==> src/hw/rtl/ckm_pkg.sv <==
// Shared widths, types and register codes for the chroma key mask.
`default_nettype none
package ckm_pkg;

    localparam int PIX_W          = 8;
    localparam int KEY_W          = 24;
    localparam int THR_W          = 13;
    localparam int CFG_IDX_W      = 2;
    localparam int DIST_FRAC_DEF  = 4;
    localparam int COMP_W         = 16;   // key/pixel components, 8 fraction bits
    localparam int DIFF_W         = 18;   // signed component difference
    localparam int S_W            = 34;   // sum of squares
    localparam int ROOT_W         = S_W / 2;
    localparam int REM_W          = ROOT_W + 2;
    localparam int SQRT_CELLS     = ROOT_W;
    localparam int DIV_STEPS      = 8;
    localparam int NUM_W          = THR_W + DIV_STEPS;
    localparam int FRONT_STAGES   = 4;
    localparam int PIPE_DEPTH     = FRONT_STAGES + SQRT_CELLS + 1 + DIV_STEPS + 1;

    typedef enum logic [CFG_IDX_W-1:0] {
        CFG_KEY_COLOR = 2'd0,
        CFG_INNER     = 2'd1,
        CFG_OUTER     = 2'd2
    } cfg_idx_t;

    typedef struct packed {
        logic [S_W-1:0]    s;
        logic [REM_W-1:0]  rem;
        logic [ROOT_W-1:0] root;
    } sqrt_dat_t;

    typedef struct packed {
        logic lt;   // below inner threshold
        logic gt;   // above outer threshold
        logic eq;   // thresholds equal
    } mask_flags_t;

    typedef struct packed {
        logic [NUM_W-1:0]     rem;
        logic [THR_W-1:0]     den;
        logic [DIV_STEPS-1:0] q;
        mask_flags_t          flags;
    } div_dat_t;

endpackage
`default_nettype wire

==> src/hw/rtl/ckm_div_cell.sv <==
// One quotient bit of the restoring divider chain.
`default_nettype none
module ckm_div_cell #(
    parameter int STEP = 0
) (
    input  wire              clk,
    input  wire              rst_n,
    input  wire              in_valid,
    output logic             in_ready,
    input  ckm_pkg::div_dat_t in_dat,
    output logic             out_valid,
    input  wire              out_ready,
    output ckm_pkg::div_dat_t out_dat
);
    import ckm_pkg::*;

    logic             v_reg;
    div_dat_t         dat_reg, dat_next;
    logic [NUM_W-1:0] sub;
    logic             en;

    assign en = !v_reg || out_ready;
    assign in_ready = en;

    always_comb
    begin
        sub = NUM_W'(in_dat.den) << STEP;
        dat_next = in_dat;
        if (in_dat.rem >= sub)
        begin
            dat_next.rem = in_dat.rem - sub;
            dat_next.q   = {in_dat.q[DIV_STEPS-2:0], 1'b1};
        end
        else
        begin
            dat_next.q   = {in_dat.q[DIV_STEPS-2:0], 1'b0};
        end
    end

    always_ff @(posedge clk or negedge rst_n)
    begin
        if (!rst_n)
            v_reg <= 1'b0;
        else if (en)
            v_reg <= in_valid;
    end

    always_ff @(posedge clk)
    begin
        if (en && in_valid)
            dat_reg <= dat_next;
    end

    assign out_valid = v_reg;
    assign out_dat   = dat_reg;
endmodule
`default_nettype wire

==> config.mk <==
export PLATFORM = sky130hd
export DESIGN_NAME = ckm_div_cell
export DESIGN_NICKNAME = d
export VERILOG_FILES = /design/src/hw/rtl/ckm_pkg.sv /design/src/hw/rtl/ckm_div_cell.sv
export SDC_FILE = /design/constraint.sdc
export NUM_CORES = 1
export LEC_CHECK = 0
export BUFFER_PORTS_ARGS = -buffer_cell sky130_fd_sc_hd__buf_2
export CAP_MARGIN = 20
export CORE_UTILIZATION = 48
export DETAILED_ROUTE_END_ITERATION = 12
export HOLD_SLACK_MARGIN = 0.02
export PLACE_DENSITY_LB_ADDON = 0.05
export SLEW_MARGIN = 20
export SYNTH_ARGS = -nofsm -noshare
export SYNTH_HDL_FRONTEND = slang
export SYNTH_SLANG_ARGS = --single-unit
==> constraint.sdc <==
create_clock -name clk -period 2.6 [get_ports clk]
set_input_delay 0.52 -clock clk [delete_from_list [all_inputs] [get_ports clk]]
set_output_delay 0.52 -clock clk [all_outputs]
set_load 0.1 [all_outputs]
Word-level counts from Yosys, hierarchy flattened
Cells that the tools add are included.
{ "op_classes": {"addsub": 1, "n_lt_le_gt_ge": 1, "mux": 2, "n_reduce_logical": 3} }
{ "ops": {"columns": ["cell", "n"], "rows": [
  ["$ge A21 B13 Y1", 1],
  ["$mux W21", 1],
  ["$sub A21 B13 Y21", 1],
  ["$logic_and A1 B1 Y1", 1],
  ["$logic_not A1 Y1", 1],
  ["$logic_or A1 B1 Y1", 1],
  ["$mux W1", 1]
]} }
{ "totals": {"ff_bits": 46, "in_bits": 49, "wordCells": 14} }

Depth between registers and ports, before layout
{ "logic_depth": {"word_depth": 3, "depth_mapped": 10} }

Worst setup path after synthesis
OpenSTA, ideal clock, no wires.
{ "synth_path": {"path_type": "reg2reg", "from": "register v_reg (netlist: out_valid)", "to": "register dat_reg (netlist bit out_dat[0]), enable pin", "arrival_ns": 2.865, "t_required_ns": 2.193, "path_slack_ns": -0.671, "path_stages_with_launch": 3, "cell_sequence": "dfrtp_1 > nand2b_1 > and2_1"} }
{ "synth_via": {"elab_chain_cells": 3} }
{ "synth_rtl": {"columns": ["element", "line_no", "rtl"], "rows": [
  ["start, declared", "ckm_div_cell.sv:17", "logic v_reg;"],
  ["start signal, assigned", "ckm_div_cell.sv:45", "v_reg <= in_valid;"],
  ["$logic_not A1 Y1", "ckm_div_cell.sv:22", "assign en = !v_reg || out_ready;"],
  ["$logic_or A1 B1 Y1", "ckm_div_cell.sv:22", null],
  ["net in_ready", "ckm_div_cell.sv:9", "output logic in_ready,"],
  ["$logic_and A1 B1 Y1", "ckm_div_cell.sv:50", "if (en && in_valid)"],
  ["end signal, assigned", "ckm_div_cell.sv:51", "dat_reg <= dat_next;"],
  ["end, declared", "ckm_div_cell.sv:18", "div_dat_t dat_reg, dat_next;"]
]} }
The timed path passes the listed nets, and every way through them passes these cells.
A chain may end at the register's enable or synchronous reset.

==> run summary <==
final net count: 361
# setup viols final: 0
Fin. Hold Viols: 0
WP data arrival: 2.40 ns
VDD IR max: 0.400 mV
#FFs+latches synth: 46
Clock Skew: 0.00506 ns
hold path depth: 1
Post-Synth XOR/XNOR Area: 0.0663
Via Count: 1792
PortBufs: 94
share of layout cells above drive strength 1: 0.408
Inserted Diodes: 0
core area: 4750 µm²
H-tree Lvls: 2
Worst-Margin Slew: 0.517 ns
antenna violations before repair: 0
unrepaired setup endpoints after global routing: false
vias in the first global route: 1663
fill count: 409
Area Overhead vs Synth: 31.4%
Synth Area in Adders: 0.0768
Req. time, crit path: 2.65 ns
Worst path slowest cell: fa_1
Post-Layout Inst Area: 3120 µm²
CTS root buffer: clkbuf_8
Net Count, Synth: 255
Cell variety after synth: 38
delay-heaviest family, CP: adder cells
origin of the critical flop-to-flop path: out_valid$_DFFE_PN0N_
status: completed
Clock Latency Late Sink: 0.30 ns
initial drt markers: 47
area share of the largest cell type after synthesis: 0.568
power density over the cells: 723 nW/µm²
die area: 5240 µm²
Longest Clk Path Bufs: 2
post-synthesis mux area share: 0.0279
largest family of logic cells by synthesized area: simple AND/OR/NAND/NOR gates
GP Congestion: 0.794
FF-to-FF path depth: 3
Remaining DRCs: 0
R2R Setup Slk: 1.13 ns
max-cap check violation count: 0
chip width: 72.4 µm
Hold Path End: out_dat[7]$_DFFE_PP_
Hold Crit Class: in -> reg
Fmax: 426 MHz
CP Max Fanout: 4
fin util: 0.657
sequential share of the synthesized area: 0.579
TritonCTS buffer count: 5
worst-path cell chain: buf_2 > inv_1 > ha_1 > fa_1 > and2b_1 > o211ai_2 > a21bo_2 > a21oi_1 > nand2_1 > nand4b_1 > xnor2_1
crit-path max cell delay: 0.40 ns
area leader, netlist: edfxtp_1
1st-pass router iterations: 4
CP Launch Type: input pin
dpl cell area: 2980 µm²
Total GRT Usage: 0.183
Hold WS: 0.391 ns
IO Pins: 96
cell area after synthesis: 2380 µm²
FP Rows: 25
vias per cell: 4.90
max_slew headroom: 0.652
CP bufs+invs: 2
Die Ht: 72.4 µm
first-pass GRT wire length: 7350 µm
drt total wl: 4580 µm
WL/cell: 12.5 µm
Worst-path clk slew: 0.09 ns
Period minus WS final: 2.35 ns
HPWL Detailed: 3470 µm
complex-gate fraction of the synthesized area: 0.0974
worst setup path class: in -> reg
cells after synthesis: 192
Syn Area/Cell: 12.4 µm²
Synth area leaders: edfxtp_1 (57%), ha_1 (6.8%), xnor2_1 (6.3%)
post-synthesis simple-gate area fraction: 0.119
Leak Pwr: 1.38 nW
CTS tree: done
Crit. End Element: register
Sink Count: 46
largest net degree at the start of global routing: 28
worst hold path startpoint: in_dat[6]
Detail Route Antenna Nets: 0
Overflow after GRT: 0
Tcrit/Tclk final: 0.902
Initial Utilization: 0.500
capture point of the worst reg-to-reg path: out_dat[37]$_DFFE_PP_
Final Max Tran Viols: 0
yosys synthesis warning count: 0
==> cell usage after synthesis (all sizes together) <==
cell / instances
nor4: 3
buf: 3
ha: 13
a211oi: 2
a21oi: 17
edfxtp: 45
nand3: 8
nand3b: 1
o21ai: 4
dfrtp: 1
nand2b: 4
a21o: 4
nand4b: 1
nand4: 3
mux2: 4
o41ai: 1
xnor2: 17
and2b: 1
and2: 2
nand2: 6
o21a: 1
inv: 15
mux2i: 1
nor3: 3
o211ai: 4
and4: 1
nor2b: 2
fa: 1
nor2: 22
a21bo: 1
xor2: 1
==> final cells by class <==
class                      count  area, µm²  area share
multi-input combinational    128        925       0.296
tap                           67       83.8      0.0268
sequential                    46       1380       0.441
timing repair buffer         102        546       0.175
clock inverter                 3       68.8      0.0220
clock buffer                   5       68.8      0.0220
inverter                      15       56.3      0.0180
==> worst reg2reg max path, cell delays in order (launching register included) <==
cell and delay (ns):
dfrtp_1 0.39, nand2b_2 0.08, and2_2 0.45, buf_12 0.25
==> report_power, final <==
part,switching (mW),leakage (nW),internal [mW],total (mW)
Combinational,0.545,0.873,0.180,0.725
Sequential,0.0106,0.437,0.886,0.897
Clock,0.251,0.0683,0.385,0.636
Total,0.807,1.38,1.45,2.26
==> state kept, by name, summed over array words and instances, names as in the netlist <==
name and count:
out_dat 45, out_valid 1
==> metrics by stage <==
step	power [mW]	std cells	setup TNS, ns	worst slack [ns]
2_1_floorplan	1.50	192	0	0.128
3_3_place_gp	1.63	357	-0.0158	-0.00903
3_5_place_dp	1.64	357	-0.0694	-0.0374
4_1_cts	2.28	366	0	0.270
5_1_grt	2.34	366	0	0.166
6_report	2.26	366	0	0.254
==> layout by cell type, fill, tap and decap left out, types with 4 or more instances in the layout <==
cell,count
buf_2,94
inv_1,15
a21oi_1,15
buf_4,6
a21o_1,4
xnor2_1,17
ha_1,13
edfxtp_1,45
nor2_1,22
clkbuf_8,5
nand2_1,6
nand3_1,8
==> worst max-delay path by stage <==
stage / startpoint / endpoint / slack [ns] / depth (start not counted)
6_report: in_dat[24] / out_dat[44]$_DFFE_PP_ / 0.25 / 11
5_1_grt: in_dat[24] / out_dat[44]$_DFFE_PP_ / 0.17 / 11
4_1_cts: in_dat[11] / out_dat[44]$_DFFE_PP_ / 0.27 / 10
3_5_place_dp: in_dat[11] / out_dat[44]$_DFFE_PP_ / -0.04 / 10
3_3_place_gp: in_dat[11] / out_dat[44]$_DFFE_PP_ / -0.009 / 10
2_1_floorplan: out_valid$_DFFE_PN0N_ / out_dat[0]$_DFFE_PP_ / 0.13 / 2
==> metal layers <==
metal / share of wire / track usage
met5: 0 / 0
met2: 0.48 / 0.317
met4: 0.016 / 0.0719
met3: 0.072 / 0.0514
met1: 0.43 / 0.215
==> kinds of logic after synthesis <==
| kind of cell | count (synthesis) |
|---|---|
| multiplexers | 5 |
| AO/OA/AOI/OAI | 34 |
| XOR/XNOR | 18 |
| adder cells (fa/ha/maj) | 14 |
| AND/OR/NAND/NOR | 57 |
| buffers and inverters | 18 |
| flip-flops | 46 |
==> timing repair <==
action / in CTS / in global routing
gates resized for setup: 0 / 0
setup buffers: 0 / 0
hold buffers: 1 / 0
endpoints found under the hold margin: 1 / 0
No activity file was read; power rests on OpenSTA's default activity.
