$ cat src/hw/rtl/ckm_pkg.sv
// Shared widths, types and register codes for the chroma key mask.
`default_nettype none
package ckm_pkg;

    localparam int PIX_W          = 8;
    localparam int KEY_W          = 24;
    localparam int THR_W          = 13;
    localparam int CFG_IDX_W      = 2;
    localparam int DIST_FRAC_DEF  = 4;
    localparam int COMP_W         = 16;   // key/pixel components, 8 fraction bits
    localparam int DIFF_W         = 18;   // signed component difference
    localparam int S_W            = 34;   // sum of squares
    localparam int ROOT_W         = S_W / 2;
    localparam int REM_W          = ROOT_W + 2;
    localparam int SQRT_CELLS     = ROOT_W;
    localparam int DIV_STEPS      = 8;
    localparam int NUM_W          = THR_W + DIV_STEPS;
    localparam int FRONT_STAGES   = 4;
    localparam int PIPE_DEPTH     = FRONT_STAGES + SQRT_CELLS + 1 + DIV_STEPS + 1;

    typedef enum logic [CFG_IDX_W-1:0] {
        CFG_KEY_COLOR = 2'd0,
        CFG_INNER     = 2'd1,
        CFG_OUTER     = 2'd2
    } cfg_idx_t;

    typedef struct packed {
        logic [S_W-1:0]    s;
        logic [REM_W-1:0]  rem;
        logic [ROOT_W-1:0] root;
    } sqrt_dat_t;

    typedef struct packed {
        logic lt;   // below inner threshold
        logic gt;   // above outer threshold
        logic eq;   // thresholds equal
    } mask_flags_t;

    typedef struct packed {
        logic [NUM_W-1:0]     rem;
        logic [THR_W-1:0]     den;
        logic [DIV_STEPS-1:0] q;
        mask_flags_t          flags;
    } div_dat_t;

endpackage
`default_nettype wire

$ cat src/hw/rtl/ckm_sqrt_cell.sv
// One root bit of the integer square root chain.
`default_nettype none
module ckm_sqrt_cell (
    input  wire               clk,
    input  wire               rst_n,
    input  wire               in_valid,
    output logic              in_ready,
    input  ckm_pkg::sqrt_dat_t in_dat,
    output logic              out_valid,
    input  wire               out_ready,
    output ckm_pkg::sqrt_dat_t out_dat
);
    import ckm_pkg::*;

    logic               v_reg;
    sqrt_dat_t          dat_reg, dat_next;
    logic [REM_W+1:0]   acc;
    logic [REM_W+1:0]   trial;
    logic               en;

    assign en = !v_reg || out_ready;
    assign in_ready = en;

    always_comb
    begin
        acc   = {in_dat.rem, in_dat.s[S_W-1 -: 2]};
        trial = (REM_W+2)'({in_dat.root, 2'b01});
        dat_next.s = {in_dat.s[S_W-3:0], 2'b00};
        if (acc >= trial)
        begin
            dat_next.rem  = REM_W'(acc - trial);
            dat_next.root = {in_dat.root[ROOT_W-2:0], 1'b1};
        end
        else
        begin
            dat_next.rem  = REM_W'(acc);
            dat_next.root = {in_dat.root[ROOT_W-2:0], 1'b0};
        end
    end

    always_ff @(posedge clk or negedge rst_n)
    begin
        if (!rst_n)
            v_reg <= 1'b0;
        else if (en)
            v_reg <= in_valid;
    end

    always_ff @(posedge clk)
    begin
        if (en && in_valid)
            dat_reg <= dat_next;
    end

    assign out_valid = v_reg;
    assign out_dat   = dat_reg;
endmodule
`default_nettype wire

$ cat config.mk
export PLATFORM = sky130hd
export DESIGN_NAME = ckm_sqrt_cell
export DESIGN_NICKNAME = d
export VERILOG_FILES = /design/src/hw/rtl/ckm_pkg.sv /design/src/hw/rtl/ckm_sqrt_cell.sv
export SDC_FILE = /design/constraint.sdc
export NUM_CORES = 1
export LEC_CHECK = 0
export ABC_AREA = 0
export BUFFER_PORTS_ARGS = -buffer_cell sky130_fd_sc_hd__buf_2
export CAP_MARGIN = 10
export CORE_ASPECT_RATIO = 1.25
export CORE_MARGIN = 2
export CORE_UTILIZATION = 43
export DETAILED_ROUTE_END_ITERATION = 7
export PLACE_DENSITY = 0.78
export RECOVER_POWER = 25
export SETUP_SLACK_MARGIN = 0.4
export SLEW_MARGIN = 20
export SYNTH_ARGS = -nofsm -noshare
export SYNTH_HDL_FRONTEND = slang
export SYNTH_SLANG_ARGS = --single-unit
$ cat constraint.sdc
create_clock -name clk -period 2.5 [get_ports clk]
set_clock_uncertainty 0.15 [all_clocks]
set_input_delay 0.25 -clock clk [delete_from_list [all_inputs] [get_ports clk]]
set_output_delay 0.25 -clock clk [all_outputs]
set_load 0.1 [all_outputs]
[After elaboration in Yosys (flattened, before gate mapping)]
Cells that the tools add are included.
Cells by class
  add/sub/neg operators: 1
  muxes and demuxes: 1
  magnitude comparators: 1
  reductions and logical operators: 3
Operators with widths (number)
  $mux W36: 1
  $ge A21 B19 Y1: 1
  $sub A19 B19 Y19: 1
  $logic_and A1 B1 Y1: 1
  $logic_not A1 Y1: 1
  $logic_or A1 B1 Y1: 1
Word-level totals
  word-level logic and storage cells: 10
  register bits: 69
  input port bits: 74
  output and inout port bits: 72

[Logic depth before layout (Yosys ltp)]
Gate-level depths: netlist of run 1.
  word-level depth: 3
  gate-level depth with buffers: 10
  mapped depth without buffers: 8

[Least setup slack after synthesis of run 1]
No wires, ideal clock.
  kind: register to register
  start point: register v_reg, in the netlist out_valid
  end point: register dat_reg, in the netlist out_dat[0] (enable)
  buffers on the path: 0
  stages on the path, launching flop included: 3
  period minus slack after synthesis: 3960 ps
  arrival: 3377 ps
  slack: -1460 ps
  required time: 1917 ps
  path through: dfrtp_1 > nand2b_1 > and2_1
On the way
  word-level cells in the longest chain between the ends: 3
Ends and longest elaborated chain
  from (decl): RTL line ckm_sqrt_cell.sv:15  | logic v_reg;
  from (signal assigned): RTL line ckm_sqrt_cell.sv:46  | v_reg <= in_valid;
  $logic_not A1 Y1: RTL line ckm_sqrt_cell.sv:21  | assign en = !v_reg || out_ready;
  $logic_or A1 B1 Y1: RTL line ckm_sqrt_cell.sv:21
  via in_ready: RTL line ckm_sqrt_cell.sv:7  | output logic in_ready,
  $logic_and A1 B1 Y1: RTL line ckm_sqrt_cell.sv:51  | if (en && in_valid)
  to (signal assigned): RTL line ckm_sqrt_cell.sv:52  | dat_reg <= dat_next;
  to (decl): RTL line ckm_sqrt_cell.sv:16  | sqrt_dat_t dat_reg, dat_next;
The timed path passes the listed nets, and every way through them passes these cells.
A chain may end at the register's enable or synchronous reset.

==> flow_metrics.tcl, run 1 <==
set metrics [dict create \
    outcome "finished clean" \
    synth_top_cell_by_area "edfxtp_1" \
    crit_path_start_kind "input port" \
    cp_max_fo 8 \
    synth_ff_type "edfxtp_1" \
    nets 589 \
    fin_cells 596 \
    worstPathRequired_ps 2450 \
    r2r-end "out_dat[1]$_DFFE_PP_" \
    cts.htree.levels 3 \
    fin_setup_tns_ps 0 \
    end_kind "flop" \
    cts.path.max_buffers 2 \
    wl_per_cell_um 15.9 \
    ys_seq_area_share_pct 60.3 \
    synth_top_area_share_pct 59.6 \
    grt_pass1_vias 3011 \
    place_inst 523 \
    grt_pass1_wl_um 14700 \
    final_common_cell "buf_2" \
    gp_congestion 0.788 \
    clk_pin_slew_ps 70 \
    netSwitchingFraction_pct 37.2 \
    num_vias 2898 \
    crit_type "input port to flop" \
    ys_top_cells_by_area "edfxtp_1 60%, mux2_4 7.0%, ha_1 6.9%, inv_1 2.4%, a21oi_1 2.0%" \
    ant_nets 0 \
    p_per_area_nw_per_um2 652 \
    hold_viol 0 \
    vias_per_cell 4.86 \
    min_period_ps 2220 \
    synth_cell_types 44 \
    die_h_um 104 \
    design_area_um2 5590 \
    p_sw_mw 1.35 \
    avgSynthCellArea_um2 13.8 \
    rows 36 \
    worst-endpoint-arrival_ps 2170 \
    max_freq_ghz 0.451 \
    dieArea_um2 8700 \
    ir_drop_mv 0.463 \
    wl_um 9480 \
    clk_latency_ps 340 \
    first_pass_iters 4 \
    grt_max_degree 33 \
    drive_gt1_share_pct 50.7 \
    diodes 0 \
    yosys_warnings 0 \
    grt_use_total_pct 21.5 \
    p_leak_nw 2.43 \
    grt.overflow.total 0 \
    synth_edf_count 68 \
    ys_seq_elements 69 \
    internal_power_mw 2.29 \
    final_cell_mix "126 x buf_2, 68 x edfxtp_1, 49 x dlygate4sd3_1" \
    tritoncts "done" \
    drc 0 \
    ios 146 \
    portBuffers 143 \
    antenna_found_initial 0 \
    syn2layout_area_growth_pct 63.0 \
    pwr-share-seq_pct 38.5 \
    rr_startpoint "out_valid$_DFFE_PN0N_" \
    cts-root-buf "clkbuf_8" \
    hp-class "input port to asynchronous set/reset pin" \
    min_period_over_period_pct 88.6 \
    r2r_slack_ps 800 \
    chipWidth_um 83.8 \
    rsz0062_at_grt "yes" \
    syn_inst 249 \
    setup_viol 0 \
    initial_core_util_pct 44.2 \
    netlist_area_um2 3430 \
    synthArstFlopShare_pct 1.45 \
    fp.coreArea_um2 7750 \
    cts_buffers 9 \
    slew_violations 0 \
    p_comb_share_pct 37.7 \
    ff2ff_path_depth 3 \
    place_area_um2 4660 \
    drv_cap 0 \
    power.share.clock_pct 23.9 \
    cts.sinks 69 \
    dp_hpwl_um 6330 \
    first_iter_violations 124 \
]
-- registers in the layout, summed over array words and instances (netlist names) --
register   count
out_valid      1
out_dat       68
-- cells by family after synthesis --
kind of cell             share of synthesized area, %
flip-flops                                       60.3
AO/OA/AOI/OAI                                    10.6
AND/OR/NAND/NOR                                  6.46
buffers and inverters                            4.13
adder cells (fa/ha/maj)                          6.94
multiplexers                                     7.63
XOR/XNOR                                         3.84
other                                           0.109
-- critical path, stage by stage --
cell and delay, ps:
clkbuf_1 160, inv_4 50, ha_4 250, buf_4 150
a21oi_4 140, o22ai_2 90, a211oi_2 250, nand2_1 110
a21o_1 240, buf_6 170, mux2_4 300
-- area by class of cell --
type | count | area, µm²
flip-flops and latches | 69 | 2070
clock buffers | 10 | 128
well taps | 95 | 119
inverters | 22 | 95.1
multi-input cells | 152 | 1490
clock inverters | 6 | 53.8
repair buffers | 242 | 1630
fillers | 536 | 2160
-- timing repair --
action	CTS	global route
gates resized for setup	21	33
hold buffers	49	0
hold endpoints to repair	49	0
buffers inserted	5	3
endpoints found under the setup margin	18	18
pin swaps	10	12
-- worst max path at each step --
stage               start                     to  slack, ps  cells past startpoint
6_report        in_dat[8]  out_dat[23]$_DFFE_PP_        280                     11
5_1_grt         in_dat[8]  out_dat[35]$_DFFE_PP_        210                     10
2_1_floorplan  in_dat[30]  out_dat[19]$_DFFE_PP_        190                      8
3_5_place_dp    in_dat[8]  out_dat[31]$_DFFE_PP_       -160                     10
3_3_place_gp    in_dat[8]  out_dat[31]$_DFFE_PP_        -80                     10
4_1_cts        in_dat[25]  out_dat[27]$_DFFE_PP_        400                      9
-- routing by layer --
metal | wire length (µm) | track usage, %
met2 | 5140 | 39.3
met4 | 155 | 7.26
met3 | 527 | 5.02
met5 | 0 | 0
met1 | 3650 | 24.3
-- cell usage after synthesis, types with 4 or more instances --
cell,count
a211oi_1,4
a21o_1,4
a21oi_1,14
edfxtp_1,68
ha_1,19
inv_1,22
mux2_4,16
nand2_1,15
nand2b_1,4
nand4_1,4
nor2_1,7
o211ai_1,5
o21ai_0,10
xnor2_1,8
xor2_1,7
-- stage by stage --
step	utilization, %	total power [mW]	setup slack, ps	hold WS [ps]
6_report	72.1	3.64	284	42.8
5_1_grt	72.1	3.77	205	30.1
4_1_cts	70.8	3.62	404	13.1
3_5_place_dp	60.1	2.66	-161	-125
3_3_place_gp	60.1	2.64	-78.2	-125
2_1_floorplan	-	2.38	192	-196
-- power groups by stage --
| stage | Clock, mW | Combinational, mW | Sequential, mW |
|---|---|---|---|
| detailed placement | 0 | 1.23 | 1.43 |
| CTS | 0.880 | 1.34 | 1.40 |
| finish | 0.869 | 1.37 | 1.40 |
| global placement | 0 | 1.22 | 1.42 |
| floorplan | 0 | 0.387 | 1.99 |
| global route | 0.927 | 1.44 | 1.41 |
(Power assumes the default switching activity.)
==> run 2, diff against run 1 <==
- ABC_AREA: 0 -> 1
- CORE_UTILIZATION: 43 -> 44
==> run 2 against run 1 <==
Against the previous run:
- die area is 4.7% higher
- total power fell by 8.0%
- the run now ends with design-rule violations left
- count of clock-buffer cells in the layout increased by 1
- largest cell class unchanged
==> flow_metrics.tcl, run 2 <==
set metrics [dict create \
    wl_per_cell_um 15.2 \
    fin_setup_tns_ps 0 \
    synth_most_common_cell "nand2_1" \
    p_leak_nw 2.52 \
    synthArstFlopShare_pct 1.45 \
    tightest_slew_ps 1180 \
    ys_seq_elements 69 \
    nets 673 \
    grt_max_degree 69 \
    drc 19 \
    diodes 0 \
    cts_buffers 9 \
    p_sw_mw 1.35 \
    chipWidth_um 85.8 \
    fin_total_pwr_mw 3.35 \
    grt_use_total_pct 23.0 \
    end_kind "primary output" \
    ios 146 \
    slew_violations 0 \
    ir_drop_mv 0.250 \
    max_freq_ghz 0.519 \
    seqCellArea_um2 2070 \
    p_comb_share_pct 35.1 \
    internal_power_mw 2.01 \
    hold_viol 0 \
    first_pass_iters 7 \
    wl_um 10300 \
    clk_pin_slew_ps 70 \
    setup_viol 0 \
    die_h_um 106 \
    ys_top_cells_by_area "edfxtp_1 56%, nand2_1 12%, ha_1 6.5%, inv_1 5.3%, nand3_1 4.2%" \
    critical-path-max-stage-delay_ps 870 \
    setup_slack_ps 575 \
    gp_congestion 0.882 \
    netlist_area_um2 3680 \
    initial_core_util_pct 44.9 \
    grt.overflow.total 0 \
    fp.coreArea_um2 8190 \
    cts-root-buf "clkbuf_8" \
    synthTopCellsByCount "114 x nand2_1, 68 x edfxtp_1, 52 x inv_1, 31 x nand3_1, 21 x nor2_1" \
    synth_top_cell_by_area "edfxtp_1" \
    cts.path.max_buffers 2 \
    synth_top_area_share_pct 55.5 \
    place_inst 616 \
    ant_nets 0 \
    yosys_warnings 0 \
    cts.htree.levels 3 \
    fin_cells 681 \
    syn_inst 377 \
    ys_seq_area_share_pct 56.2 \
    fillCellCount 681 \
    drive_gt1_share_pct 30.1 \
    cpMaxStageDelayCell "clkbuf_1" \
    synth_cell_types 27 \
    cts.sinks 69 \
    worstPathRequired_ps 2100 \
    crit_buf_inv 1 \
    drv_cap 0 \
    synth_edf_count 68 \
    design_area_um2 5150 \
    crit_path_start_kind "flop" \
    vias_per_cell 4.88 \
    final_common_cell "buf_2" \
    place_area_um2 4510 \
    cts-resized-gates 0 \
    r2r_slack_ps 960 \
    grt_pass1_vias 3411 \
    p_per_area_nw_per_um2 650 \
    maxSlewHeadroom_pct 21.8 \
    largest_reg_flops 68 \
    num_vias 3321 \
    first_iter_violations 204 \
    portBuffers 143 \
    rsz0062_at_grt "no" \
    dp_hpwl_um 6730 \
    crit_type "flop to primary output" \
    tritoncts "done" \
    clk_latency_ps 330 \
    synth_ff_type "edfxtp_1" \
    syn2layout_area_growth_pct 40.2 \
    min_period_ps 1930 \
    violations "design-rule violations" \
    rows 37 \
    min_period_over_period_pct 77.0 \
    worst-endpoint-arrival_ps 1530 \
    antenna_found_initial 0 \
    outcome "finished with violations" \
    cp_max_fo 1 \
    avgSynthCellArea_um2 9.75 \
    final_cell_mix "127 x buf_2, 114 x nand2_1, 68 x edfxtp_1" \
    power.share.clock_pct 23.1 \
    pwr-share-seq_pct 41.8 \
    hp-class "input port to asynchronous set/reset pin" \
    multi_input_area_um2 1350 \
    dieArea_um2 9110 \
    dpl_worst_slack_ps 244 \
    critPathTopFamily "buffers and inverters" \
    netSwitchingFraction_pct 40.2 \
    grt_pass1_wl_um 16000 \
    crit_chain "clkbuf_1" \
]
-- run 2: cells by family after synthesis --
| logic type | share of synthesized area [%] |
|---|---|
| adder cells (fa/ha/maj) | 6.47 |
| flip-flops | 56.2 |
| other | 0.102 |
| buffers and inverters | 7.39 |
| AND/OR/NAND/NOR | 24.7 |
| XOR/XNOR | 1.91 |
| AO/OA/AOI/OAI | 3.20 |
-- run 2: worst paths after layout --
kind,startpoint,endpoint,cells after the start
max,out_dat[52]$_DFFE_PP_,out_dat[52],1
min,rst_n,out_valid$_DFFE_PN0N_,2
max reg2reg,out_valid$_DFFE_PN0N_,out_dat[6]$_DFFE_PP_,2
min reg2reg,out_valid$_DFFE_PN0N_,out_valid$_DFFE_PN0N_,2
max in group asynchronous,rst_n,out_valid$_DFFE_PN0N_,2
min in group clk,in_dat[19],out_dat[21]$_DFFE_PP_,3
-- run 2: area by class of cell --
type,count,share of cell area [%]
clock buffer,11,2.55
inverter,56,4.08
multi-input combinational,247,26.2
timing repair buffer,197,24.1
clock inverter,4,0.510
tap,97,2.35
sequential,69,40.2
-- run 2: worst register-to-register path, delay by kind of cell (launching register included) --
kind	cells	cell delay, ps
flip-flops	1	510
buffers and inverters	1	350
AO/OA/AOI/OAI	1	170
-- run 2: stage by stage --
step / hold slack [ps] / util [%]
2_1_floorplan: -196 / -
3_3_place_gp: -114 / 55.1
3_5_place_dp: -119 / 55.1
4_1_cts: 62.0 / 63.1
5_1_grt: 59.5 / 62.9
6_report: 75.9 / 62.9
-- run 2: repair_timing --
action | CTS | global route
setup buffers | 0 | 0
setup endpoints to repair | 0 | 0
endpoints found under the hold margin | 50 | 0
hold buffers | 50 | 0
-- run 2: routing by layer --
layer  global-route usage, %  part of all wire, %  routed length [µm]  vias up
met5                       0                    0                   0        -
met4                    9.07                  2.1                 212        0
met3                    6.21                  7.6                 782       16
met2                    42.2                   53                5440      132
met1                    24.8                   38                3900     1531
li1                        -                    -                   -     1642
-- run 2: power groups by stage --
stage	registers (mW)	logic, mW	clock network [mW]
6_report	1.40	1.18	0.775
5_1_grt	1.41	1.25	0.854
4_1_cts	1.40	1.17	0.778
3_5_place_dp	1.42	1.11	0
3_3_place_gp	1.42	1.10	0
2_1_floorplan	1.97	0.347	0
==> run 3, diff against run 2 <==
- CORE_UTILIZATION: 44 -> 49
- PLACE_DENSITY: 0.78 -> 0.83
- clock period: 2.5 -> 1.8 ns (I/O delays scaled with it)
==> run 3 against run 2 <==
Against the previous run:
- the run now fails in global routing
- area after synthesis unchanged
- synthesized cell count stayed put
==> flow_metrics.tcl, run 3 <==
set metrics [dict create \
    outcome "did not finish" \
    haltStage "global routing" \
    error "[ERROR DPL-0038] Utilization greater than 100%, impossible to legalize" \
    synth_top_area_share_pct 55.5 \
    ys_top_cells_by_area "edfxtp_1 56%, nand2_1 12%, ha_1 6.5%, inv_1 5.3%, nand3_1 4.2%" \
    synthArstFlopShare_pct 1.45 \
    die_h_um 101 \
    cts.htree.levels 3 \
    synth_edf_count 68 \
    worst_endpoint_kind "register data pin" \
    crit_endpoint "out_dat[30]$_DFFE_PP_/D" \
    netlist_area_um2 3680 \
    portBuffers 143 \
    gp_congestion 0.902 \
    syn_inst 377 \
    grt_max_degree 22 \
    rows 35 \
    synth_most_common_cell "nand2_1" \
    ys_seq_area_share_pct 56.2 \
    synthTopCellsByCount "114 x nand2_1, 68 x edfxtp_1, 52 x inv_1, 31 x nand3_1, 21 x nor2_1" \
    synth_cell_types 27 \
    avgSynthCellArea_um2 9.75 \
    cts_buffers 9 \
    cts-root-buf "clkbuf_8" \
    chipWidth_um 81.5 \
    cts.path.max_buffers 2 \
    synth_top_cell_by_area "edfxtp_1" \
    ios 146 \
    dp_hpwl_um 7860 \
    initial_core_util_pct 50.3 \
    ys_seq_elements 69 \
    cts.sinks 69 \
    synth_ff_type "edfxtp_1" \
    yosys_warnings 0 \
]
-- run 3: cell counts after synthesis --
Identical to the previous run, type by type.
-- run 3: what timing repair did --
item	in CTS
endpoints found under the setup margin	158
buffers inserted	7
gates resized for setup	87
hold buffers	50
endpoints found under the hold margin	50
pin swaps	3
gates cloned	8
-- run 3: per-stage QoR --
stage               worst slack [ps]  instances  util, %  TNS [ps]  cell area, µm²
floorplan                       -606        378        -    -41210            3960
global placement                -158        652     69.5     -2600            5080
CTS                              243        733     86.3         0            6310
detailed placement              -210        652     69.5     -3340            5080
-- run 3: logic make-up after synthesis --
kind of cell	Yosys count	share of synthesized area, %
AO/OA/AOI/OAI	22	3.20
XOR/XNOR	8	1.91
adder cells (fa/ha/maj)	19	6.47
buffers and inverters	62	7.39
flip-flops	69	56.2
other	1	0.102
AND/OR/NAND/NOR	196	24.7
==> run 4, diff against run 3 <==
- CORE_ASPECT_RATIO: 1.25 -> not set
- CORE_UTILIZATION: 49 -> 40
- PLACE_DENSITY: 0.83 -> not set
- PLACE_DENSITY_LB_ADDON: not set -> 0.15
- SETUP_SLACK_MARGIN: 0.4 -> not set
==> run 4 against run 3 <==
Against the previous run:
- the run now ends clean
==> flow_metrics.tcl, run 4 (synthesis gave the netlist of run 2 again) <==
set metrics [dict create \
    crit_path_start_kind "flop" \
    gp_congestion 0.855 \
    antenna_found_initial 0 \
    max_freq_ghz 0.593 \
    clk_pin_slew_ps 80 \
    grt.overflow.total 0 \
    syn2layout_area_growth_pct 56.1 \
    dp_hpwl_um 7030 \
    p_leak_nw 2.77 \
    ir_drop_mv 0.423 \
    die_h_um 99.9 \
    diodes 0 \
    worst-endpoint-arrival_ps 1360 \
    end_kind "primary output" \
    fin_cells 738 \
    design_area_um2 5740 \
    min_period_over_period_pct 93.7 \
    largest_reg_flops 68 \
    first_iter_violations 122 \
    first_pass_iters 4 \
    min_period_ps 1690 \
    vias_per_cell 4.58 \
    place_area_um2 5040 \
    outcome "finished clean" \
    nets 718 \
    cts_buffers 9 \
    ant_nets 0 \
    setup_slack_ps 113 \
    clk_latency_ps 340 \
    grt_pass1_vias 3477 \
    worstPathRequired_ps 1470 \
    initial_core_util_pct 41.7 \
    ios 146 \
    r2r_slack_ps 150 \
    drc 0 \
    cts.path.max_buffers 2 \
    final_common_cell "buf_2" \
    wl_per_cell_um 13.6 \
    drv_cap 0 \
    p_per_area_nw_per_um2 874 \
    dpl_worst_slack_ps -272 \
    tightest_slew_ps 518 \
    rsz0062_at_grt "no" \
    postCtsSetupBuffers 0 \
    rr_startpoint "out_valid$_DFFE_PN0N_" \
    grt_use_total_pct 20.6 \
    whs_ps 13.0 \
    slew_violations 0 \
    drive_gt1_share_pct 39.0 \
    hold_viol 0 \
    fp.coreArea_um2 8810 \
    chipWidth_um 99.9 \
    portBuffers 143 \
    dieArea_um2 9970 \
    place_inst 670 \
    ff2ff_path_depth 2 \
    tritoncts "done" \
    wl_um 10000 \
    final_cell_mix "138 x buf_2, 112 x nand2_1, 68 x edfxtp_1" \
    maxSlewHeadroom_pct 65.7 \
    grt_max_degree 37 \
    rows 34 \
    r2r-end "out_dat[8]$_DFFE_PP_" \
    crit_type "flop to primary output" \
    crit_path_end "in_ready" \
    num_vias 3380 \
    cts.sinks 69 \
    cts-root-buf "clkbuf_8" \
    grt_pass1_wl_um 16200 \
    cp_max_fo 3 \
    cts.htree.levels 3 \
    setup_viol 0 \
    crit_path_start "out_valid$_DFFE_PN0N_" \
    hp-class "input port to flop" \
]
==> run 4: final cells by class <==
class	count	area, µm²
multi-input combinational	247	1530
timing repair buffer	242	1600
sequential	69	2070
fill	766	3070
clock inverter	7	75.1
tap	108	135
clock buffer	9	124
inverter	56	210
==> run 4: per-stage QoR <==
stage | power [mW] | TNS [ps] | utilization, %
final | 5.02 | 0 | 65.2
after global routing | 5.26 | 0 | 65.2
after CTS | 5.07 | 0 | 65.4
after detailed placement | 3.70 | -4730 | 57.2
after global placement | 3.68 | -3910 | 57.2
after floorplan | 3.27 | -41210 | -
==> run 4: power by group <==
part,internal [mW],total [mW],leakage [nW],switching [mW]
clock network,0.644,1.27,0.0935,0.628
logic,0.525,1.81,2.02,1.28
registers,1.91,1.94,0.657,0.0256
==> run 4: what timing repair did <==
action,CTS,global route
hold endpoints to repair,50,0
hold buffers,52,0
endpoints found under the setup margin,0,6
resized for setup,0,1
==> run 4: how the worst min path moves through the flow <==
stage,from,end,cells after the start
6_report,in_dat[28],out_dat[30]$_DFFE_PP_,3
3_5_place_dp,rst_n,out_valid$_DFFE_PN0N_,1
2_1_floorplan,rst_n,out_valid$_DFFE_PN0N_,0
5_1_grt,in_dat[17],out_dat[19]$_DFFE_PP_,3
4_1_cts,in_dat[31],out_dat[33]$_DFFE_PP_,3
3_3_place_gp,rst_n,out_valid$_DFFE_PN0N_,1
==> run 4: critical path, stage by stage (launching register included) <==
cell	delay (ps)
dfrtp_4	490
nand2_1	90
buf_2	430
==> run 4: layer usage <==
metal,GRT usage (%),part of all wire [%],vias up
met2,36.7,48,127
met3,4.53,6.7,10
met1,25.7,44,1510
met4,4.32,1.0,0
met5,0,0,-
li1,-,-,1733
